===== config.mk =====
export PLATFORM = sky130hd
export DESIGN_NAME = reversible_fifo_queue
export DESIGN_NICKNAME = d
export VERILOG_FILES = /design/src/rtl/rfq_pkg.sv /design/src/rtl/rfq_ram.sv /design/src/rtl/rfq_ctrl.sv /design/src/rtl/reversible_fifo_queue.sv
export SDC_FILE = /design/constraint.sdc
export NUM_CORES = 1
export LEC_CHECK = 0
export ABC_AREA = 1
export BUFFER_PORTS_ARGS = -buffer_cell sky130_fd_sc_hd__buf_2
export CAP_MARGIN = 20
export CORE_MARGIN = 8
export CORE_UTILIZATION = 55
export CTS_CLUSTER_DIAMETER = 200
export DETAILED_ROUTE_END_ITERATION = 10
export PLACE_DENSITY = 0.83
export SLEW_MARGIN = 5
export SYNTH_ARGS = -nofsm -noshare
export SYNTH_HDL_FRONTEND = slang
export SYNTH_SLANG_ARGS = --single-unit

===== constraint.sdc =====
create_clock -name clk -period 3.8 [get_ports clk]
set_input_delay 0.76 -clock clk [delete_from_list [all_inputs] [get_ports clk]]
set_output_delay 0.76 -clock clk [all_outputs]
set_load 0.01 [all_outputs]

===== src/rtl/rfq_pkg.sv =====
// Package with operation codes, status codes and shared types of the reversible queue.
`timescale 1ns / 1ps
package rfq_pkg;

	localparam logic [1:0] OP_ENQUEUE = 2'd0;
	localparam logic [1:0] OP_DEQUEUE = 2'd1;
	localparam logic [1:0] OP_PEEK    = 2'd2;
	localparam logic [1:0] OP_REVERSE = 2'd3;

	localparam logic [1:0] ST_OK    = 2'd0;
	localparam logic [1:0] ST_EMPTY = 2'd1;
	localparam logic [1:0] ST_FULL  = 2'd2;

	localparam int VALUE_W = 32;
	localparam int COUNT_W = 5;

	typedef logic [1:0] op_t;
	typedef logic [1:0] status_t;
	typedef logic signed [VALUE_W-1:0] value_t;
	typedef logic [COUNT_W-1:0] count_t;

	typedef struct packed {
		logic    valid;
		logic    rd;
		status_t status;
		logic    is_empty;
		count_t  count;
	} result_t;

endpackage


===== src/rtl/rfq_ram.sv =====
// Generic single-write, single-read RAM with registered read data.
`timescale 1ns / 1ps
module rfq_ram #(
	parameter int WIDTH = 32,
	parameter int DEPTH = 16
) (
	input  logic                     clk,
	input  logic                     we,
	input  logic [$clog2(DEPTH)-1:0] waddr,
	input  logic [WIDTH-1:0]         wdata,
	input  logic                     re,
	input  logic [$clog2(DEPTH)-1:0] raddr,
	output logic [WIDTH-1:0]         rdata
);

	logic [WIDTH-1:0] mem_q [DEPTH];

	always_ff @(posedge clk) begin
		if (we) begin
			mem_q[waddr] <= wdata;
		end
		if (re) begin
			rdata <= mem_q[raddr];
		end
	end

endmodule


===== src/rtl/rfq_ctrl.sv =====
// Pointer, occupancy and direction control of the reversible queue, with the result register.
`timescale 1ns / 1ps
module rfq_ctrl import rfq_pkg::*; #(
	parameter int QUEUE_DEPTH = 16
) (
	input  logic                           clk,
	input  logic                           arst_n,
	input  logic                           in_valid,
	output logic                           in_ready,
	input  op_t                            op,
	input  value_t                         value,
	input  logic                           out_ready,
	output logic                           ram_we,
	output logic [$clog2(QUEUE_DEPTH)-1:0] ram_waddr,
	output value_t                         ram_wdata,
	output logic                           ram_re,
	output logic [$clog2(QUEUE_DEPTH)-1:0] ram_raddr,
	output result_t                        res_s1
);

	localparam int IDX_W = $clog2(QUEUE_DEPTH);
	localparam int CNT_W = $clog2(QUEUE_DEPTH + 1);
	localparam logic [IDX_W-1:0] LAST_IDX = IDX_W'(QUEUE_DEPTH - 1);
	localparam logic [CNT_W-1:0] FULL_CNT = CNT_W'(QUEUE_DEPTH);

	logic [IDX_W-1:0] head_q, tail_q, head_n, tail_n;
	logic [IDX_W-1:0] head_prev, tail_prev, head_next, tail_next;
	logic [CNT_W-1:0] occ_q, occ_n;
	logic             rev_q, rev_n;
	logic             accept, full, empty, we, re;
	status_t          status;

	assign accept    = in_valid && in_ready;
	assign in_ready  = !res_s1.valid || out_ready;
	assign full      = (occ_q == FULL_CNT);
	assign empty     = (occ_q == '0);
	assign head_prev = (head_q == '0) ? LAST_IDX : head_q - 1'b1;
	assign tail_prev = (tail_q == '0) ? LAST_IDX : tail_q - 1'b1;
	assign head_next = (head_q == LAST_IDX) ? '0 : head_q + 1'b1;
	assign tail_next = (tail_q == LAST_IDX) ? '0 : tail_q + 1'b1;

	always_comb begin
		head_n    = head_q;
		tail_n    = tail_q;
		occ_n     = occ_q;
		rev_n     = rev_q;
		we        = 1'b0;
		re        = 1'b0;
		status    = ST_OK;
		ram_waddr = rev_q ? head_prev : tail_q;
		ram_raddr = rev_q ? tail_prev : head_q;
		unique case (op)
			OP_ENQUEUE: begin
				if (full) begin
					status = ST_FULL;
				end else begin
					we    = 1'b1;
					occ_n = occ_q + 1'b1;
					if (rev_q) begin
						head_n = head_prev;
					end else begin
						tail_n = tail_next;
					end
				end
			end
			OP_DEQUEUE: begin
				if (empty) begin
					status = ST_EMPTY;
				end else begin
					re    = 1'b1;
					occ_n = occ_q - 1'b1;
					if (rev_q) begin
						tail_n = tail_prev;
					end else begin
						head_n = head_next;
					end
				end
			end
			OP_PEEK: begin
				if (empty) begin
					status = ST_EMPTY;
				end else begin
					re = 1'b1;
				end
			end
			default: begin
				if (!empty) begin
					rev_n = ~rev_q;
				end
			end
		endcase
	end

	assign ram_we    = accept && we;
	assign ram_re    = accept && re;
	assign ram_wdata = value;

	always_ff @(posedge clk or negedge arst_n) begin
		if (!arst_n) begin
			head_q <= '0;
			tail_q <= '0;
			occ_q  <= '0;
			rev_q  <= 1'b0;
			res_s1 <= '0;
		end else begin
			if (accept) begin
				head_q          <= head_n;
				tail_q          <= tail_n;
				occ_q           <= occ_n;
				rev_q           <= rev_n;
				res_s1.valid    <= 1'b1;
				res_s1.rd       <= re;
				res_s1.status   <= status;
				res_s1.is_empty <= (occ_n == '0);
				res_s1.count    <= COUNT_W'(occ_n);
			end else if (out_ready) begin
				res_s1.valid <= 1'b0;
			end
		end
	end

endmodule


===== src/rtl/reversible_fifo_queue.sv =====
// Top level of the reversible FIFO queue: stream ports, control and entry store.
`timescale 1ns / 1ps
// Bounded FIFO of signed 32-bit values with enqueue, dequeue, peek and a one-step
// reverse. One operation is taken per cycle unless output stalls; its result appears
// in the next cycle from the result register. At most one store access per operation
// (one write or one registered read of the entry RAM) sets that rate. Each operation
// gives exactly one result: the value read (zero when nothing is read), a status, an
// empty flag and the entry count masked to five bits. Enqueue when full drops the value
// with full status; dequeue or peek when empty reports empty status. The input side
// stays ready while a result waits, as long as the result is taken in the same cycle.
module reversible_fifo_queue import rfq_pkg::*; #(
	parameter int QUEUE_DEPTH = 16
) (
	input  logic        clk,
	input  logic        arst_n,
	input  logic        s_tvalid,
	output logic        s_tready,
	input  logic [31:0] s_tdata,   // value[31:0]
	input  logic [1:0]  s_tuser,   // op[1:0]
	output logic        m_tvalid,
	input  logic        m_tready,
	output logic [39:0] m_tdata,   // read_value[31:0], is_empty[32], entry_count[37:33], zero
	output logic [1:0]  m_tuser    // status[1:0]
);

	localparam int IDX_W = $clog2(QUEUE_DEPTH);

	logic             ram_we, ram_re;
	logic [IDX_W-1:0] ram_waddr, ram_raddr;
	value_t           ram_wdata, ram_rdata, read_value;
	result_t          res_s1;

	rfq_ctrl #(
		.QUEUE_DEPTH(QUEUE_DEPTH)
	) u_ctrl (
		.clk      (clk),
		.arst_n   (arst_n),
		.in_valid (s_tvalid),
		.in_ready (s_tready),
		.op       (s_tuser),
		.value    (s_tdata),
		.out_ready(m_tready),
		.ram_we   (ram_we),
		.ram_waddr(ram_waddr),
		.ram_wdata(ram_wdata),
		.ram_re   (ram_re),
		.ram_raddr(ram_raddr),
		.res_s1   (res_s1)
	);

	rfq_ram #(
		.WIDTH(VALUE_W),
		.DEPTH(QUEUE_DEPTH)
	) u_store (
		.clk  (clk),
		.we   (ram_we),
		.waddr(ram_waddr),
		.wdata(ram_wdata),
		.re   (ram_re),
		.raddr(ram_raddr),
		.rdata(ram_rdata)
	);

	assign read_value = res_s1.rd ? ram_rdata : '0;
	assign m_tvalid   = res_s1.valid;
	assign m_tdata    = {2'b00, res_s1.count, res_s1.is_empty, read_value};
	assign m_tuser    = res_s1.status;

endmodule


==> results of run 1 <==
==> per-layer routing <==
metal  part of all wire (%)  vias up  global-route usage, %
li1                       -     7953                      -
met1                     36     8384                   28.6
met2                     50     1111                   39.5
met3                    9.2      199                   3.35
met4                    4.7        0                   11.1
met5                      0        -                      0
==> registers in the layout, summed over array words and instances (netlist names) <==
name           flops
u_ctrl.head_q      4
u_ctrl.res_s1     10
u_ctrl.rev_q       1
u_ctrl.tail_q      4
u_store.mem_q    512
u_store.rdata     32
==> how the worst max path moves through the flow <==
stage	endpoint	from
CTS	u_store.mem_q[0][4]	u_ctrl.res_s1[1]
floorplan	u_store.mem_q[1][0]	s_tuser[1]
global placement	u_store.mem_q[0][14]	s_tuser[1]
global route	u_store.mem_q[0][5]	u_ctrl.res_s1[1]
detailed placement	u_store.mem_q[0][14]	s_tuser[1]
finish	u_store.mem_q[0][5]	u_ctrl.res_s1[1]
==> cell usage after synthesis (all sizes together) <==
master | n | area share (%)
o211ai | 4 | 0.12
xnor2 | 3 | 0.11
nand3 | 604 | 12
inv | 317 | 4.8
buf | 136 | 3.4
a31oi | 1 | 0.025
a22oi | 1 | 0.030
o31ai | 1 | 0.030
nor2 | 30 | 0.45
a21oi | 4 | 0.081
o22ai | 1 | 0.025
nand2 | 620 | 9.4
dfrtp | 19 | 1.9
xor2 | 8 | 0.28
nand4 | 2 | 0.050
conb | 1 | 0.015
clkbuf | 14 | 0.21
edfxtp | 544 | 66
o21ai | 34 | 0.72
ha | 9 | 0.45
==> cells by family after synthesis <==
group,after synthesis
compound gates,46
flops,563
xor+xnor,11
other cells,1
fa+ha+maj,9
simple gates,1256
buf+inv,467
==> report_power, final <==
part           internal [mW]  total [mW]  switching (mW)
sequential              7.41        7.63           0.219
combinational           2.95        10.3            7.37
clock                   2.91        5.17            2.25
==> area by class of cell <==
| type | count | area [um^2] | area share, % |
|---|---|---|---|
| Timing Repair Buffer | 125 | 1040 | 3.77 |
| Clock buffer | 65 | 1410 | 5.12 |
| Clock inverter | 34 | 269 | 0.974 |
| Tap cell | 600 | 751 | 2.72 |
| Antenna cell | 1 | 2.50 | 0.00906 |
| Multi-Input combinational cell | 1324 | 6140 | 22.2 |
| Inverter | 317 | 1190 | 4.32 |
| Sequential cell | 563 | 16800 | 60.9 |
==> layout by cell type, fill, tap and decap left out, drive strengths merged, types with 4 or more instances in the layout <==
| cell | synthesis | final |
|---|---|---|
| nand2 | 620 | 620 |
| nand3 | 604 | 604 |
| edfxtp | 544 | 544 |
| inv | 317 | 318 |
| buf | 136 | 125 |
| clkbuf | 14 | 65 |
| o21ai | 34 | 34 |
| nor2 | 30 | 30 |
| clkinv | 0 | 26 |
| dfrtp | 19 | 19 |
| ha | 9 | 9 |
| xor2 | 8 | 8 |
| a21oi | 4 | 4 |
| o211ai | 4 | 4 |
| bufinv | 0 | 4 |
==> impl_metrics.csv, run 1 <==
group,metric,value,unit
synth,syn_avg_cell_area,10.6,um^2
clock_tree,htreeDepth,2,
critical_path,critPathTopFamily,"simple AND/OR/NAND/NOR gates",
synth,yosysSeqAreaShare,67.7,%
floorplanning,die_h,229,um
power_and_ir_drop,peakVddDrop,1100,uV
detailed_routing,drtIter0Drc,2676,
synth,synth_seq_cells,563,
power_and_ir_drop,finalPower,23.1,mW
timing,rsz0062_at_grt,"no",
detailed_routing,vias_per_cell,5.83,
timing,fmax,321,MHz
floorplanning,die_width,229,um
synth,synth_compound_area_share,1.03,%
clock_tree,postCtsHoldBufs,0,
clock_tree,root_buffer,"clkbuf_16",
synth,synth_area,24800,um^2
cells_and_area,fillers,3283,
placed_design,routabilityCongestion,0.897,
detailed_routing,via_count,17600,
critical_path,cpMaxStageDelayCell,"nand3_1",
timing,post-route-min-period,3.11,ns
critical_path,slowest_delay,0.49,ns
timing,setup_viol,0,
critical_path,r2r-start,"u_ctrl.res_s1[1]",
placed_design,pre_cts_ws,0.478,ns
status,status,"completed",
global_route,grt_max_degree,187,
timing,fin_skew,0.0228,ns
global_route,grt_pass1_vias,17300,
clock_tree,cts.clk_slew.worst_paths,0.06,ns
cells_and_area,fin_nets,2431,
cells_and_area,drive_gt1_share,9.47,%
floorplanning,initial_utilization,55.2,%
critical_path,cp_num_cells,10,
timing,worst_pin_slew,0.865,ns
clock_tree,clock_latency,0.60,ns
critical_path,reg2reg_slack,0.69,ns
global_route,grt_overflow,0,
clock_tree,cts.path.max_buffers,3,
placed_design,place_area,25900,um^2
critical_path,critical_path_required,4.08,ns
synth,synth_top_family_by_area,"simple AND/OR/NAND/NOR gates",
synth,synth_mux_area_share,0,%
power_and_ir_drop,p_per_area,837,nW/um^2
critical_path,r2r_cells,10,
clock_tree,cts_tree,"done",
timing,worst_hold_slack,0.110,ns
worst_hold_path,min_path_type,"in -> async",
global_route,grt_pass1_wl,95.7,mm
placed_design,io_buffers,79,
detailed_routing,drc,0,
detailed_routing,wl_per_cell,20.4,um
synth,syn_inst,2353,
cells_and_area,synthToLayoutAreaGrowth,11.2,%
synth,synth_cell_types,28,
floorplanning,dieArea,52200,um^2
global_route,grt.total_usage,23.1,%
clock_tree,post_cts_buffers,0,
floorplanning,rows,78,
timing,drv_slew,0,
detailed_routing,ant_nets,0,
critical_path,criticalPathCategory,"reg -> reg",
timing,setup_tns,0,ns
synth,synthSimpleGateAreaFrac,22.1,%
timing,fin_ws,0.689,ns
cells_and_area,final_cells,3029,
clock_tree,cts-buffers-inserted,53,
global_route,antenna_found_initial,1,
critical_path,cp_max_fo,25,
cells_and_area,fin_util,61.4,%
timing,slew_headroom,42.3,%
critical_path,worstPathCellList,"inv_1 > ha_1 > nand3_1 > inv_1 > nand2_1 > nand2_1 > nor2_1 > nand3_1 > nor2_4 > buf_12",
floorplanning,io_pins,82,
clock_tree,cts_resized,0,
synth,synth-xor-area-share,0.388,%
synth,ys_warn_count,0,
power_and_ir_drop,leakage,11.5,nW
floorplanning,fp.coreArea,45000,um^2
cells_and_area,design_area,27600,um^2
critical_path,critPathBufInv,3,
job,max_cap_violations,0,
critical_path,timing.rr.end,"u_store.mem_q[0][5]",
critical_path,cp.arrival,3.39,ns
detailed_routing,wirelength,61.7,mm
timing,hold_viol,0,
placed_design,dp.cells,2929,
critical_path,cp-end-kind,"flop",
critical_path,worst_setup_path_start_kind,"flop",
clock_tree,cts_num_sinks,563,
timing,fin_crit_sh,81.9,%
placed_design,dpl.hpwl,35.0,mm
synth,synth_fa_ha_area_share,0.453,%
detailed_routing,dr.pass1.iters,8,
Power figures use the tool's default switching activity.
==> run 2, diff against run 1 <==
- PLACE_DENSITY: 0.83 -> 0.86
- clock period: 3.8 -> 2.73 ns (I/O delays scaled with it)
==> run 2 against run 1 <==
  * Sequential cell count did not move
  * Non-clock buffer count is 25 higher
  * Critical endpoint is now u_store.mem_q[1][16]
  * Critical path depth is 3 lower
  * Fmax grew 18%
  * Power grew 40%
  * Global-route usage is 0.33 points higher
  * Clock-buffer cell count rose by 1
  * Cell count is 0.79% higher
  * Sequential share of layout area fell by 0.59 points
  * Hold slack better by 0.15 ns
  * Largest cell class unchanged
==> impl_metrics.csv, run 2 (synthesis results as in run 1) <==
group,metric,value,unit
power_and_ir_drop,peakVddDrop,1680,uV
cells_and_area,fin_util,62.0,%
cells_and_area,drive_gt1_share,10.4,%
global_route,grt_pass1_wl,97.7,mm
critical_path,critical_path_required,3.00,ns
placed_design,io_buffers,79,
placed_design,dpl.hpwl,36.3,mm
status,status,"completed",
cells_and_area,top_register,"u_store.mem_q",
timing,worst_hold_slack,0.257,ns
detailed_routing,dr.pass1.iters,6,
floorplanning,die_width,229,um
cells_and_area,reg.largest.list,"u_store.mem_q: 512 flops, u_store.rdata: 32 flops, u_ctrl.res_s1: 10 flops",
clock_tree,cts.clk_slew.worst_paths,0.06,ns
clock_tree,cts-buffers-inserted,54,
timing,fin_skew,0.0277,ns
global_route,antenna_found_initial,0,
cells_and_area,fin_nets,2457,
cells_and_area,final_cell_mix,"nand2_1, nand3_1, edfxtp_1, inv_1, buf_2",
detailed_routing,ant_nets,0,
critical_path,slowest_delay,0.44,ns
global_route,grt_pass1_vias,18000,
critical_path,r2r-start,"u_ctrl.head_q[0]",
cells_and_area,layout_commonest_cell,"nand2_1",
critical_path,worst_setup_path_start_kind,"flop",
floorplanning,io_pins,82,
timing,worst_pin_slew,0.928,ns
timing,hold_viol,0,
clock_tree,htreeDepth,2,
timing,setup_viol,0,
critical_path,reg2reg_slack,0.08,ns
clock_tree,root_buffer,"clkbuf_16",
clock_tree,clock_latency,0.61,ns
global_route,grt_max_degree,143,
cells_and_area,largest_reg_flops,512,
critical_path,criticalPathCategory,"reg -> reg",
cells_and_area,synthToLayoutAreaGrowth,12.2,%
critical_path,cpMaxStageDelayCell,"o21ai_0",
worst_hold_path,min_path_type,"in -> reg",
placed_design,routabilityCongestion,0.904,
floorplanning,fp.coreArea,45000,um^2
critical_path,cp_max_fo,28,
timing,post-route-min-period,2.65,ns
power_and_ir_drop,leakage,11.6,nW
clock_tree,cts.path.max_buffers,3,
critical_path,worstPathCellList,"inv_1 > ha_1 > xor2_1 > o21ai_0 > nand2_1 > nor2_4 > buf_12",
timing,fin_crit_sh,96.9,%
floorplanning,initial_utilization,55.2,%
timing,rsz0062_at_grt,"yes",
critical_path,startpoint,"u_ctrl.head_q[0]",
detailed_routing,drc,0,
clock_tree,post_cts_buffers,0,
power_and_ir_drop,p_per_area,1160,nW/um^2
cells_and_area,final-seq-area,16800,um^2
cells_and_area,design_area,27900,um^2
critical_path,cp-end-kind,"flop",
global_route,grt.total_usage,23.4,%
placed_design,place_area,26300,um^2
timing,fmax,378,MHz
cells_and_area,fillers,3260,
floorplanning,rows,78,
cells_and_area,multi_input_area,6140,um^2
detailed_routing,drtIter0Drc,2318,
timing,slew_headroom,37.9,%
cells_and_area,insertedDiodeCount,0,
detailed_routing,wl_per_cell,20.7,um
timing,drv_slew,0,
job,max_cap_violations,0,
clock_tree,cts_tree,"done",
detailed_routing,vias_per_cell,5.92,
worst_hold_path,hold_path_startpoint,"m_tready",
detailed_routing,wirelength,63.3,mm
clock_tree,cts_num_sinks,563,
critical_path,cp.arrival,2.92,ns
floorplanning,dieArea,52200,um^2
floorplanning,die_h,229,um
global_route,grt_overflow,0,
detailed_routing,via_count,18100,
power_and_ir_drop,finalPower,32.2,mW
## run 2: what timing repair did
item / 4_1_cts / 5_1_grt
hold buffers: 1 / 0
endpoints found under the setup margin: 0 / 408
gates resized for setup: 0 / 4
endpoints found under the hold margin: 19 / 0
## run 2: area by class of cell
class                   count  share of cell area, %
flip-flops and latches    563                   60.3
inverters                 317                   4.28
multi-input cells        1324                   22.0
clock buffers              66                   5.04
clock inverters            33                  0.740
well taps                 600                   2.69
repair buffers            150                   4.94
## run 2: path summary, 6_finish.rpt
check	cells after the start	end
worst max-delay path	7	u_store.mem_q[1][16]
worst min-delay path	4	u_ctrl.res_s1[9]
worst max register to register	7	u_store.mem_q[1][16]
worst min register to register	2	u_ctrl.res_s1[6]
max in group asynchronous	2	u_ctrl.res_s1[8]
min in group asynchronous	2	u_ctrl.res_s1[5]
## run 2: metrics by stage
stage	worst slack, ns	std cells	setup TNS [ns]
floorplan	-0.392	2354	-199.13
global placement	0.267	2953	0
detailed placement	0.196	2953	0
CTS	0.149	3053	0
global route	-0.104	3053	-13.50
finish	0.0843	3053	0
## run 2: worst max-delay path, delay by kind of cell, from the launching register on
family	cells	cell delay [ns]
and+or+nand+nor	2	0.60
DFF	1	0.40
AOI/OAI and AO/OA	1	0.44
adders and majority gates	1	0.26
buffers and inverters	2	0.41
xor gates and xnor gates	1	0.18
## run 2: metal layers
metal / GRT usage [%] / share of wire [%]
met5: 0 / 0
met4: 10.8 / 4.6
met3: 5.14 / 10
met2: 39.7 / 49
met1: 28.4 / 36
## run 2: report_power, final
part	switching [mW]	internal, mW	total (mW)
clock network	3.15	3.76	6.91
registers	0.258	10.3	10.6
logic	10.3	4.44	14.8
total	13.7	18.5	32.2
